--- config.mk ---
export PLATFORM = sky130hd
export DESIGN_NAME = regulator_voltage_to_selector_flat
export DESIGN_NICKNAME = d
export VERILOG_FILES = /design/src/rvs_pkg.sv /design/src/rvs_if.sv /design/src/rvs_range_sel.sv /design/src/rvs_ceil_div.sv /design/src/regulator_voltage_to_selector.sv /design/src/flat_wrapper.sv
export SDC_FILE = /design/constraint.sdc
export NUM_CORES = 1
export LEC_CHECK = 0
export BUFFER_PORTS_ARGS = -buffer_cell sky130_fd_sc_hd__buf_2
export CAP_MARGIN = 15
export CORE_MARGIN = 3
export CORE_UTILIZATION = 60
export DETAILED_ROUTE_END_ITERATION = 16
export PLACE_DENSITY = 0.77
export SETUP_SLACK_MARGIN = 0.05
export SYNTH_ARGS = -nofsm -noshare
export SYNTH_HDL_FRONTEND = slang
export SYNTH_SLANG_ARGS = --single-unit
--- constraint.sdc ---
create_clock -name clk -period 50.1 [get_ports clk]
set_clock_uncertainty 0.1 [all_clocks]
set_input_delay 10.02 -clock clk [delete_from_list [all_inputs] [get_ports clk]]
set_output_delay 10.02 -clock clk [all_outputs]
set_load 0.05 [all_outputs]
--- src/rvs_pkg.sv ---
// Shared types, widths and rail range tables for the voltage-to-selector block.
`timescale 1ns / 1ps

package rvs_pkg;

	localparam int RAILS       = 4;
	localparam int SEGS        = 4;
	localparam int RAIL_W      = 2;
	localparam int SEG_W       = 2;
	localparam int RAIL_IN_W   = 3;
	localparam int IN_MV_W     = 16;
	localparam int MV_W        = 12;
	localparam int SEL_W       = 7;
	localparam int STEP_W      = 7;
	localparam int RECIP_SHIFT = 20;
	localparam int RECIP_W     = 17;
	localparam int PROD_W      = MV_W + RECIP_W;

	// ceil(2^RECIP_SHIFT / step): exact floor division for every offset the tables allow
	localparam logic [RECIP_W-1:0] RECIP_10  = RECIP_W'(((1 << RECIP_SHIFT) + 9) / 10);
	localparam logic [RECIP_W-1:0] RECIP_20  = RECIP_W'(((1 << RECIP_SHIFT) + 19) / 20);
	localparam logic [RECIP_W-1:0] RECIP_25  = RECIP_W'(((1 << RECIP_SHIFT) + 24) / 25);
	localparam logic [RECIP_W-1:0] RECIP_40  = RECIP_W'(((1 << RECIP_SHIFT) + 39) / 40);
	localparam logic [RECIP_W-1:0] RECIP_100 = RECIP_W'(((1 << RECIP_SHIFT) + 99) / 100);

	typedef struct packed {
		logic [MV_W-1:0]    base_mv;
		logic [MV_W-1:0]    top_mv;
		logic [SEL_W-1:0]   first_sel;
		logic [STEP_W-1:0]  step_mv;
		logic [RECIP_W-1:0] recip;
	} seg_t;

	// Chosen range and offset handed from range selection to the divider
	typedef struct packed {
		logic [MV_W-1:0]    off_mv;
		logic [SEL_W-1:0]   first_sel;
		logic [STEP_W-1:0]  step_mv;
		logic [RECIP_W-1:0] recip;
	} pick_t;

	function automatic seg_t make_seg(input int base, input int first, input int last,
			input int step, input logic [RECIP_W-1:0] recip);
		seg_t s;
		s.base_mv   = MV_W'(base);
		s.top_mv    = MV_W'(base + (last - first) * step);
		s.first_sel = SEL_W'(first);
		s.step_mv   = STEP_W'(step);
		s.recip     = recip;
		return s;
	endfunction

	localparam seg_t SEG_NONE = '0;

	localparam seg_t SEG_TBL [RAILS][SEGS] = '{
		'{make_seg(500, 'h00, 'h46, 10, RECIP_10), make_seg(1220, 'h47, 'h57, 20, RECIP_20),
		  make_seg(1800, 'h58, 'h67, 20, RECIP_20), make_seg(2440, 'h68, 'h70, 40, RECIP_40)},
		'{make_seg(500, 'h00, 'h46, 10, RECIP_10), make_seg(1220, 'h47, 'h57, 20, RECIP_20),
		  SEG_NONE, SEG_NONE},
		'{make_seg(500, 'h00, 'h46, 10, RECIP_10), make_seg(1220, 'h47, 'h57, 20, RECIP_20),
		  make_seg(1900, 'h58, 'h67, 100, RECIP_100), SEG_NONE},
		'{make_seg(500, 'h00, 'h28, 25, RECIP_25), SEG_NONE, SEG_NONE, SEG_NONE}
	};

	// Index of the last populated range of each rail
	localparam logic [SEG_W-1:0] LAST_SEG [RAILS] = '{2'd3, 2'd1, 2'd2, 2'd0};

endpackage

--- src/rvs_if.sv ---
// Valid/ready channel interfaces for request and result items.
`timescale 1ns / 1ps

interface rvs_req_if;
	logic                            valid;
	logic                            ready;
	logic [rvs_pkg::RAIL_IN_W-1:0]   rail;
	logic [rvs_pkg::IN_MV_W-1:0]     millivolts;

	modport source (output valid, output rail, output millivolts, input ready);
	modport sink (input valid, input rail, input millivolts, output ready);
endinterface

interface rvs_rsp_if;
	logic                        valid;
	logic                        ready;
	logic [rvs_pkg::SEL_W-1:0]   selector;
	logic                        error;

	modport source (output valid, output selector, output error, input ready);
	modport sink (input valid, input selector, input error, output ready);
endinterface

--- src/rvs_range_sel.sv ---
// Clamps the request to the rail and picks the first range whose top covers it.
`timescale 1ns / 1ps

module rvs_range_sel (
	input  logic [rvs_pkg::RAIL_W-1:0]  rail,
	input  logic [rvs_pkg::IN_MV_W-1:0] millivolts,
	output rvs_pkg::pick_t              pick
);

	logic [rvs_pkg::SEG_W-1:0]  last_idx;
	logic [rvs_pkg::MV_W-1:0]   lo_mv;
	logic [rvs_pkg::MV_W-1:0]   hi_mv;
	logic [rvs_pkg::MV_W-1:0]   mv_c;
	rvs_pkg::seg_t              seg;
	logic                       found;

	always_comb begin
		last_idx = rvs_pkg::LAST_SEG[rail];
		lo_mv    = rvs_pkg::SEG_TBL[rail][0].base_mv;
		hi_mv    = rvs_pkg::SEG_TBL[rail][last_idx].top_mv;
		priority if (millivolts < rvs_pkg::IN_MV_W'(lo_mv)) begin
			mv_c = lo_mv;
		end else if (millivolts > rvs_pkg::IN_MV_W'(hi_mv)) begin
			mv_c = hi_mv;
		end else begin
			mv_c = millivolts[rvs_pkg::MV_W-1:0];
		end
	end

	// First populated range whose top is at or above the clamped request
	always_comb begin
		seg   = rvs_pkg::SEG_TBL[rail][0];
		found = 1'b0;
		for (int i = 0; i < rvs_pkg::SEGS; i++) begin
			if (!found && (rvs_pkg::SEG_W'(i) <= last_idx)
					&& (mv_c <= rvs_pkg::SEG_TBL[rail][i].top_mv)) begin
				seg   = rvs_pkg::SEG_TBL[rail][i];
				found = 1'b1;
			end
		end
	end

	// At or below the base the offset is zero, which yields the first selector
	always_comb begin
		pick.off_mv    = (mv_c > seg.base_mv) ? mv_c - seg.base_mv : '0;
		pick.first_sel = seg.first_sel;
		pick.step_mv   = seg.step_mv;
		pick.recip     = seg.recip;
	end

endmodule

--- src/rvs_ceil_div.sv ---
// Adds ceil(offset / step) to the range's first selector by reciprocal multiply.
`timescale 1ns / 1ps

module rvs_ceil_div (
	input  rvs_pkg::pick_t              pick,
	output logic [rvs_pkg::SEL_W-1:0]   selector
);

	logic [rvs_pkg::MV_W-1:0]   num;
	logic [rvs_pkg::PROD_W-1:0] prod;
	logic [rvs_pkg::SEL_W-1:0]  quot;

	always_comb begin
		num      = pick.off_mv + rvs_pkg::MV_W'(pick.step_mv) - rvs_pkg::MV_W'(1);
		prod     = rvs_pkg::PROD_W'(num) * rvs_pkg::PROD_W'(pick.recip);
		quot     = prod[rvs_pkg::RECIP_SHIFT +: rvs_pkg::SEL_W];
		selector = pick.first_sel + quot;
	end

endmodule

--- src/regulator_voltage_to_selector.sv ---
// Regulator voltage-to-selector: rail and millivolts in, selector code and error out.
// An accepted request is captured in the input register, then loaded into the result register
// once that register is free; a stalled sink holds both stages.
// Throughput: one item per cycle while the sink keeps ready high; the range lookup, clamp and reciprocal multiply
// all sit in the single stage between the input register and the result register.
// Reset (arst_n low, asynchronous) empties both stages; there is no stored table state.
`timescale 1ns / 1ps

module regulator_voltage_to_selector (
	input  logic    clk,
	input  logic    arst_n,
	rvs_req_if.sink req,
	rvs_rsp_if.source rsp
);

	// Stage 1: captured request
	logic                            valid_s1;
	logic [rvs_pkg::RAIL_IN_W-1:0]   rail_s1;
	logic [rvs_pkg::IN_MV_W-1:0]     mv_s1;

	// Stage 2: result register
	logic                            valid_s2;
	logic [rvs_pkg::SEL_W-1:0]       sel_s2;
	logic                            err_s2;

	logic                            adv_s2;
	logic                            adv_s1;
	rvs_pkg::pick_t                  pick;
	logic [rvs_pkg::SEL_W-1:0]       sel_calc;
	logic                            bad_rail;

	// Result stage moves when empty or when the sink takes its item;
	// stage 1 takes a new item whenever its current item leaves or it is empty.
	assign adv_s2    = !valid_s2 || rsp.ready;
	assign adv_s1    = !valid_s1 || adv_s2;
	assign req.ready = adv_s1;

	always_ff @(posedge clk or negedge arst_n) begin
		if (!arst_n) begin
			valid_s1 <= 1'b0;
		end else if (adv_s1) begin
			valid_s1 <= req.valid;
		end
	end

	// Hold payload unless a new item is accepted
	always_ff @(posedge clk) begin
		if (adv_s1 && req.valid) begin
			rail_s1 <= req.rail;
			mv_s1   <= req.millivolts;
		end
	end

	// Rails past the last table entry are invalid
	assign bad_rail = rail_s1[rvs_pkg::RAIL_IN_W-1];

	rvs_range_sel u_range_sel (
		.rail       (rail_s1[rvs_pkg::RAIL_W-1:0]),
		.millivolts (mv_s1),
		.pick       (pick)
	);

	rvs_ceil_div u_ceil_div (
		.pick     (pick),
		.selector (sel_calc)
	);

	always_ff @(posedge clk or negedge arst_n) begin
		if (!arst_n) begin
			valid_s2 <= 1'b0;
		end else if (adv_s2) begin
			valid_s2 <= valid_s1;
		end
	end

	// Load the result; an invalid rail forces selector zero with the error flag
	always_ff @(posedge clk) begin
		if (adv_s2 && valid_s1) begin
			sel_s2 <= bad_rail ? '0 : sel_calc;
			err_s2 <= bad_rail;
		end
	end

	assign rsp.valid    = valid_s2;
	assign rsp.selector = sel_s2;
	assign rsp.error    = err_s2;

endmodule

--- src/flat_wrapper.sv ---
// flat-port wrapper written by rule: the top's interface ports become plain ports
module regulator_voltage_to_selector_flat 
  (clk, arst_n, req_valid, req_rail, req_millivolts, req_ready, rsp_valid, rsp_selector, rsp_error, rsp_ready);
  rvs_req_if req_i ();
  rvs_rsp_if rsp_i ();
  input  logic clk;
  input  logic arst_n;
  input wire logic [$bits(req_i.valid)-1:0] req_valid;
  input wire logic [$bits(req_i.rail)-1:0] req_rail;
  input wire logic [$bits(req_i.millivolts)-1:0] req_millivolts;
  output wire logic [$bits(req_i.ready)-1:0] req_ready;
  output wire logic [$bits(rsp_i.valid)-1:0] rsp_valid;
  output wire logic [$bits(rsp_i.selector)-1:0] rsp_selector;
  output wire logic [$bits(rsp_i.error)-1:0] rsp_error;
  input wire logic [$bits(rsp_i.ready)-1:0] rsp_ready;
  assign req_i.valid = req_valid;
  assign req_i.rail = req_rail;
  assign req_i.millivolts = req_millivolts;
  assign req_ready = req_i.ready;
  assign rsp_valid = rsp_i.valid;
  assign rsp_selector = rsp_i.selector;
  assign rsp_error = rsp_i.error;
  assign rsp_i.ready = rsp_ready;
  regulator_voltage_to_selector u_core (.clk(clk), .arst_n(arst_n), .req(req_i), .rsp(rsp_i));
endmodule
==> results.env, run 1 <==
CP-END-KIND='output port'
TOTAL_OF_ENDPOINTS_WITH_NEGATIVE_SETUP_SLACK_IN_THE_FINAL_REPORT=0
CTS_NUM_SINKS=29
MIN_PATH_TYPE='flip-flop to flip-flop'
NUMBER_OF_PORT_BUFFERS=32
FLOORPLAN.DIE.WIDTH_UM=132
FP.DIEAREA_MM2=0.0173
YOSYS.AREA.TOP_TYPE='fa_1'
PATH_CELLS='buf_2 -> nand3b_1 -> buf_2'
SETUP_REPAIR_AFTER_GLOBAL_ROUTING_MISSED_ITS_MARGIN='false'
GRT_FIRST_PASS_WIRELENGTH_UM=40200
FINAL_PERIOD_MINUS_WORST_SETUP_SLACK_NS=20.66
FINAL_CELL_MIX='inv_1, fa_1, ha_1, nand2_1, nor2_1'
INITIAL_UTILIZATION_PCT=61.9
SYNTH-ASYNC-RESET-RATIO_PCT=6.90
SYNTHESIS.AREA_MM2=0.00948
CTS-HOLD-FIX-BUFFERS=0
MOST_COMMON_CELL_AFTER_LAYOUT_FILL_AND_TAPS_ASIDE='inv_1'
STD_CELL_ROWS=45
GRT_OVERFLOW_TOTAL=0
CLOCK_PIN_SLEW_ON_THE_WORST_SETUP_AND_HOLD_PATHS_NS=0.05
LARGEST_NET_DEGREE_AT_THE_START_OF_GLOBAL_ROUTING=25
SYNTH.YOSYS.WARNINGS=0
FIRST_PASS_ITERS=8
SLEW_AT_THE_PIN_CLOSEST_TO_ITS_MAX_SLEW_LIMIT_NS=1.24
YS_TYPES=76
YS_SEQ_ELEMENTS=29
CRIT_TOP_CELL='buf_2'
POST_SYNTH_MAIN_AREA_CONTRIBUTORS='fa_1, ha_1, inv_1'
NUM_VIAS=7725
TIMING_HOLD_VIOLATIONS_FINAL=0
SYNTHESIS.NETS=1385
WORST_PATH_MAX_DELAY_CELL='buf_2'
DIODES=0
CORE_MM2=0.0153
TIMING.CRITICAL_PATH.ARRIVAL_NS=10.54
DRCVIOLATIONCOUNT=0
CTS.REPAIR.RESIZED=0
CTS_ROOT_BUFFER='clkbuf_16'
SYNTH_EDF_COUNT=27
ROUTED_WIRE_LENGTH_PER_INSTANCE_UM=18.4
TOTALWIRELENGTH_UM=24400
STATUS='finished, final reports clean'
DIE_HEIGHT_UM=132
SYNTH_TOP_CELL_AREA_SHARE_PCT=31.9
ROUTE.DETAILED.VIAS_PER_INST=5.83
POST_ROUTE_CELLS_DRIVE_ABOVE_1_SHARE_PCT=7.19
FINALCRITPERIODSHARE_PCT=41.2
TIMING.CRITICAL_PATH.BUF_INV=2
AVGSYNTHCELLAREA_UM2=8.72
POST_DP_HPWL_UM=20300
GROUTE.USAGE.OVERALL_PCT=28.9
TOP_LEVEL_PORTS=33
GP_ROUTABILITY_CONGESTION=1.04
AREA_GROWTH_SYN_TO_LAYOUT_PCT=5.44
NETLIST_INSTANCES=1087
FMAX_GHz=0.0484
CRIT_PATH_START_KIND='input port'
REPORT.FINAL.SLEW_VIOL_COUNT=0
ANTENNA_VIOLATING_NETS_POST_ROUTE=0
MAX-SLEW-MARGIN-REL_PCT=17.1
CTS_BUFFERS=5
DRV_CAP=0
SETUP_CRIT_PATH_KIND='input port to output port'
GRT_PASS1_VIAS=7913
TIMING.CRITICAL_PATH.SLOWEST_CELL_DELAY_NS=0.24
CRIT_PATH_MAX_FANOUT=3
WORST_PATH_REQUIRED_NS=39.98
CLOCK_LATENCY_REPORTED_FOR_THE_LATE_SIDE_OF_THE_WORST_SKEW_PAIR_NS=0.27
TOTALNEGATIVESETUPSLACK_NS=0
NUM-FILL-CELLS=1335
SYNTH-MAIN-FF-CELL='edfxtp_1'
YOSYSSEQAREASHARE_PCT=9.08
FINAL_NET_COUNT=1410
TRITONCTS='built'
HTREE_NUM_LEVELS=2
GRT_ANTENNA_BEFORE_REPAIR=0
DRT-INITIAL-DRC-COUNT=719
CRITICAL_PATH.TOP_DELAY_FAMILY='buffers and inverters'
CTS_SETUP_BUFFERS=0
CTS-ROOT-TO-SINK-BUFFERS=2
-- cell usage after synthesis (3+ instances only) --
cell type / count
a31oi_1: 5
xnor2_1: 21
mux2i_1: 3
clkbuf_1: 13
and3_1: 4
inv_1: 242
o21a_1: 8
nand3b_1: 5
a211oi_1: 5
o21ai_0: 23
o21bai_1: 4
and2_1: 6
nor2_1: 90
ha_1: 124
nand3_1: 24
xor2_1: 12
or3_1: 5
or2_2: 8
nand4_1: 13
a211o_1: 7
a21boi_0: 3
o2111ai_1: 3
a21o_1: 18
inv_2: 3
a21oi_1: 39
nor2b_1: 10
o32ai_1: 4
edfxtp_1: 27
nand2_1: 101
nor3_1: 15
fa_1: 151
o22ai_1: 3
nand2b_1: 25
buf_2: 4
-- worst register-to-register path: cells and delay by family, from the launching register on --
family,cells,cell delay (ns)
AOI/OAI and AO/OA,30,7.03
xor gates and xnor gates,5,0.79
adders and majority gates,14,5.44
buffers and inverters,12,2.39
DFF,1,0.47
muxes,1,0.06
and+or+nand+nor,13,3.08
-- per-layer routing --
layer	vias to the layer above	GRT usage [%]	wire length, µm
met1	3713	40.3	9850
met3	55	8.77	3130
met2	402	44.6	10800
met5	-	0	0
met4	0	6.94	571
li1	3555	-	-
-- metrics by stage --
step	hold WS, ns	cell area (µm²)	setup WS, ns	utilization [%]	instances
5_1_grt	0.429	10000	29.19	65.3	1324
3_5_place_dp	0.405	9860	29.45	64.4	1316
4_1_cts	0.403	10000	29.44	65.3	1324
6_report	0.404	10000	29.44	65.3	1324
2_1_floorplan	0.349	9480	29.48	-	1087
3_3_place_gp	0.370	9860	29.47	64.4	1316
-- registers in the layout (all words and copies together), names as in the netlist --
name                 cells
u_core.rsp.error         1
u_core.rsp.selector      7
u_core.rsp.valid         1
u_core.mv_s1            16
u_core.rail_s1           3
u_core.valid_s1          1
-- kinds of logic (layout without fill, tap and decap cells) --
family,Yosys count,after routing,share of synthesized area (%)
and+or+nand+nor,320,320,16.3
AOI/OAI and AO/OA,159,159,12.1
muxes,4,4,0.436
buffers and inverters,267,293,10.8
adders and majority gates,275,275,48.3
xor gates and xnor gates,33,33,3.05
DFF,29,29,9.08
-- path summary, 6_finish.rpt --
| kind | start | endpoint | slack [ns] | depth (start not counted) |
|---|---|---|---|---|
| worst max-delay path | rsp_ready | req_ready | 29.44 | 3 |
| worst min-delay path | u_core.valid_s1$_DFFE_PN0N_ | u_core.rsp.valid$_DFFE_PN0P_ | 0.40 | 1 |
| worst max register to register | u_core.rail_s1[1]$_DFFE_PP_ | u_core.rsp.selector[6]$_SDFFCE_PP0P_ | 30.49 | 75 |
| worst min register to register | u_core.valid_s1$_DFFE_PN0N_ | u_core.rsp.valid$_DFFE_PN0P_ | 0.40 | 1 |
| max in group asynchronous | arst_n | u_core.valid_s1$_DFFE_PN0N_ | 40.37 | 1 |
| min in group asynchronous | arst_n | u_core.rsp.valid$_DFFE_PN0P_ | 9.43 | 1 |
-- area by class of cell --
class	instances	area (µm²)	share of cell area, %
Clock buffer	8	136	1.36
Inverter	247	930	9.30
Multi-Input combinational cell	791	7600	76.0
Sequential cell	29	861	8.61
Tap cell	211	264	2.64
Timing Repair Buffer	38	205	2.05
Power of run 1 is left out: the tool's default activity adds up to more than one toggle a clock period on the data nets, which glitch-free logic cannot reach.
==> run 2, diff against run 1 <==
CORE_UTILIZATION = 59   (was 60)
PLACE_DENSITY = 0.79   (was 0.77)
clock period = 18.4 ns   (was 50.1 ns; I/O delays follow)
==> run 2 against run 1 <==
Net effect:
- routed wire length is 2.0% higher
- worst setup slack worse by 28 ns
- cell area increased by 1.3%
- global-route usage up 0.53 points
- flip-flop and latch count unchanged
- via count grew 0.50%
- highest routed layer is now met5
==> results.env, run 2 (synthesis results as in run 1) <==
STATUS='finished, final reports clean'
GROUTE.USAGE.OVERALL_PCT=29.4  # +0.53 points
STD_CELL_ROWS=45  # unchanged
SLEW_AT_THE_PIN_CLOSEST_TO_ITS_MAX_SLEW_LIMIT_NS=0.928  # -0.312 ns
SETUP_CRIT_PATH_KIND='flip-flop to flip-flop'
CRITICAL_PATH.REG2REG.STARTPOINT='u_core.rail_s1[0]$_DFFE_PP_'
WORST_R2R_PATH_DEPTH=80  # +6.7%
CLOCK_LATENCY_REPORTED_FOR_THE_LATE_SIDE_OF_THE_WORST_SKEW_PAIR_NS=0.27  # about the same
CTS-HOLD-FIX-BUFFERS=0  # unchanged
DIE_HEIGHT_UM=133  # +0.80%
CTS_NUM_SINKS=29  # unchanged
CLOCK_PIN_SLEW_ON_THE_WORST_SETUP_AND_HOLD_PATHS_NS=0.05  # about the same
TRITONCTS='built'
TOP_LEVEL_PORTS=33  # unchanged
NUMBER_OF_PORT_BUFFERS=32  # unchanged
LARGEST_NET_DEGREE_AT_THE_START_OF_GLOBAL_ROUTING=25  # unchanged
REPORT.FINAL.SLEW_VIOL_COUNT=0  # unchanged
TOTALWIRELENGTH_UM=24900  # +2.0%
ROUTE.DETAILED.VIAS_PER_INST=5.82  # -0.25%
FINAL_CELL_MIX='inv_1, fa_1, ha_1, nand2_1, nor2_1'
MIN_DELAY_WORST_ENDPOINT='u_core.rsp.valid$_DFFE_PN0P_'
HOLD_PATH_DEPTH=1  # unchanged
NUM_VIAS=7764  # +0.50%
CRIT_PATH_START_KIND='flip-flop'
POST_ROUTE_CELLS_DRIVE_ABOVE_1_SHARE_PCT=8.99  # +1.8 points
WORST_PATH_MAX_DELAY_CELL='or4_4'
GROUTE.LAYER.MET1.USAGE_PCT=39.7  # -0.56 points
FMAX_GHz=0.0582
CRIT_TOP_CELL='inv_1'
GRT_PASS1_VIAS=8067  # +1.9%
MAX-SLEW-MARGIN-REL_PCT=37.7  # +21 points
TIMING_HOLD_VIOLATIONS_FINAL=0  # unchanged
GP_ROUTABILITY_CONGESTION=1.01  # -2.8%
FINAL_WORST_SETUP_SLACK_NS=1.22  # -28.22 ns
TIMING.CRITICAL_PATH.SLOWEST_CELL_DELAY_NS=0.60  # +0.36 ns
FINALCRITPERIODSHARE_PCT=93.4
AREA_GROWTH_SYN_TO_LAYOUT_PCT=6.77
MIN_PATH_TYPE='flip-flop to flip-flop'
CTS_BUFFERS=5  # unchanged
CRIT-REG2REG-CAPTURE='u_core.rsp.selector[6]$_SDFFCE_PP0P_'
GRT_MOST_USED_LAYER='met2'
DIODES=0  # unchanged
WORST_HOLD_STARTPOINT='u_core.valid_s1$_DFFE_PN0N_'
TIMING.CRITICAL_PATH.ARRIVAL_NS=17.10  # +6.56 ns
TOP_REGISTER='u_core.mv_s1'
LARGEST_REGISTER_FF_COUNT=16  # unchanged
CTS-ROOT-TO-SINK-BUFFERS=2  # unchanged
RRSETUPSLACK_NS=1.22  # -29.27 ns
INITIAL_UTILIZATION_PCT=61.2  # -0.68 points
CTS_ROOT_BUFFER='clkbuf_16'
CORE_MM2=0.0155  # +1.1%
FIRST_PASS_ITERS=5  # -3
DRV_CAP=0  # unchanged
USE_MET2_PCT=46.6  # +2.0 points
PRE_CTS_SLACK_NS=0.436  # -29.01 ns
WORST_PATH_REQUIRED_NS=18.32  # -21.66 ns
DRT-INITIAL-DRC-COUNT=625  # -13%
CP-END-KIND='flip-flop'
DRCVIOLATIONCOUNT=0  # unchanged
GRT_OVERFLOW_TOTAL=0  # unchanged
FLOORPLAN.DIE.WIDTH_UM=133  # +0.80%
FINALCOREUTILIZATION_PCT=65.4  # +0.10 points
GRT_ANTENNA_BEFORE_REPAIR=1  # +1
GRT_FIRST_PASS_WIRELENGTH_UM=41200  # +2.5%
MOST_COMMON_CELL_AFTER_LAYOUT_FILL_AND_TAPS_ASIDE='inv_1'
FP.DIEAREA_MM2=0.0176  # +1.6%
ROUTED_WIRE_LENGTH_PER_INSTANCE_UM=18.6  # +1.2%
FINAL_PERIOD_MINUS_WORST_SETUP_SLACK_NS=17.18
HTREE_NUM_LEVELS=2  # unchanged
POST_DP_HPWL_UM=20900  # +3.2%
GRT_USE_MET3_PCT=9.43  # +0.66 points
CRIT_PATH_MAX_FANOUT=12  # +9
TOTAL_OF_ENDPOINTS_WITH_NEGATIVE_SETUP_SLACK_IN_THE_FINAL_REPORT=0  # unchanged
FINAL_NET_COUNT=1420  # +0.71%
ANTENNA_VIOLATING_NETS_POST_ROUTE=0  # unchanged
[run 2: cell count changes in the layout (fill, tap and decap cells not counted), sizes merged]
cell and delta:
buf +10, clkbuf -2, clkinv +2
[run 2: worst max path at each step]
stage	startpoint	to	slack (ns)	cells past startpoint
finish	u_core.rail_s1[0]$_DFFE_PP_	u_core.rsp.selector[6]$_SDFFCE_PP0P_	1.22	80
global route	u_core.rail_s1[0]$_DFFE_PP_	u_core.rsp.selector[6]$_SDFFCE_PP0P_	-0.03	80
CTS	u_core.rail_s1[1]$_DFFE_PP_	u_core.rsp.selector[6]$_SDFFCE_PP0P_	0.36	79
detailed placement	u_core.rail_s1[1]$_DFFE_PP_	u_core.rsp.selector[6]$_SDFFCE_PP0P_	0.44	79
global placement	u_core.rail_s1[0]$_DFFE_PP_	u_core.rsp.selector[6]$_SDFFCE_PP0P_	1.03	79
floorplan	u_core.rail_s1[1]$_DFFE_PP_	u_core.rsp.selector[6]$_SDFFCE_PP0P_	2.13	79
[run 2: through the flow]
step	hold WS (ns)	std cells	area (µm²)	TNS, ns
2_1_floorplan	0.349	1087	9480	0
3_3_place_gp	0.360	1320	9890	0
3_5_place_dp	0.386	1320	9890	0
4_1_cts	0.411	1328	10000	0
5_1_grt	0.440	1334	10100	-0.0319
6_report	0.420	1334	10100	0
[run 2: repair_timing]
| action | CTS | global route |
|---|---|---|
| gates resized for setup | 0 | 13 |
| buffers inserted | 0 | 6 |
| setup endpoints to repair | 0 | 5 |
[run 2: cell type report]
class	instances	area, µm²
Multi-Input combinational cell	791	7650
Fill cell	1281	5360
Inverter	247	930
Sequential cell	29	861
Timing Repair Buffer	48	280
Tap cell	211	264
Clock buffer	6	129
Clock inverter	2	10.0
[run 2: layer usage]
metal | share of wire [%] | vias up
met5 | 0.052 | -
met4 | 2.9 | 2
met3 | 10 | 65
met2 | 45 | 358
met1 | 42 | 3762
li1 | - | 3577
[run 2: worst max-delay path: cells and delay by family, from the launching register on]
family	cells	cell delay, ns
muxes	1	0.06
xor gates and xnor gates	5	0.80
adders and majority gates	15	5.76
and+or+nand+nor	15	2.60
DFF	1	0.43
buffers and inverters	13	1.42
AOI/OAI and AO/OA	31	5.73
Power of run 2 is left out for the same reason.
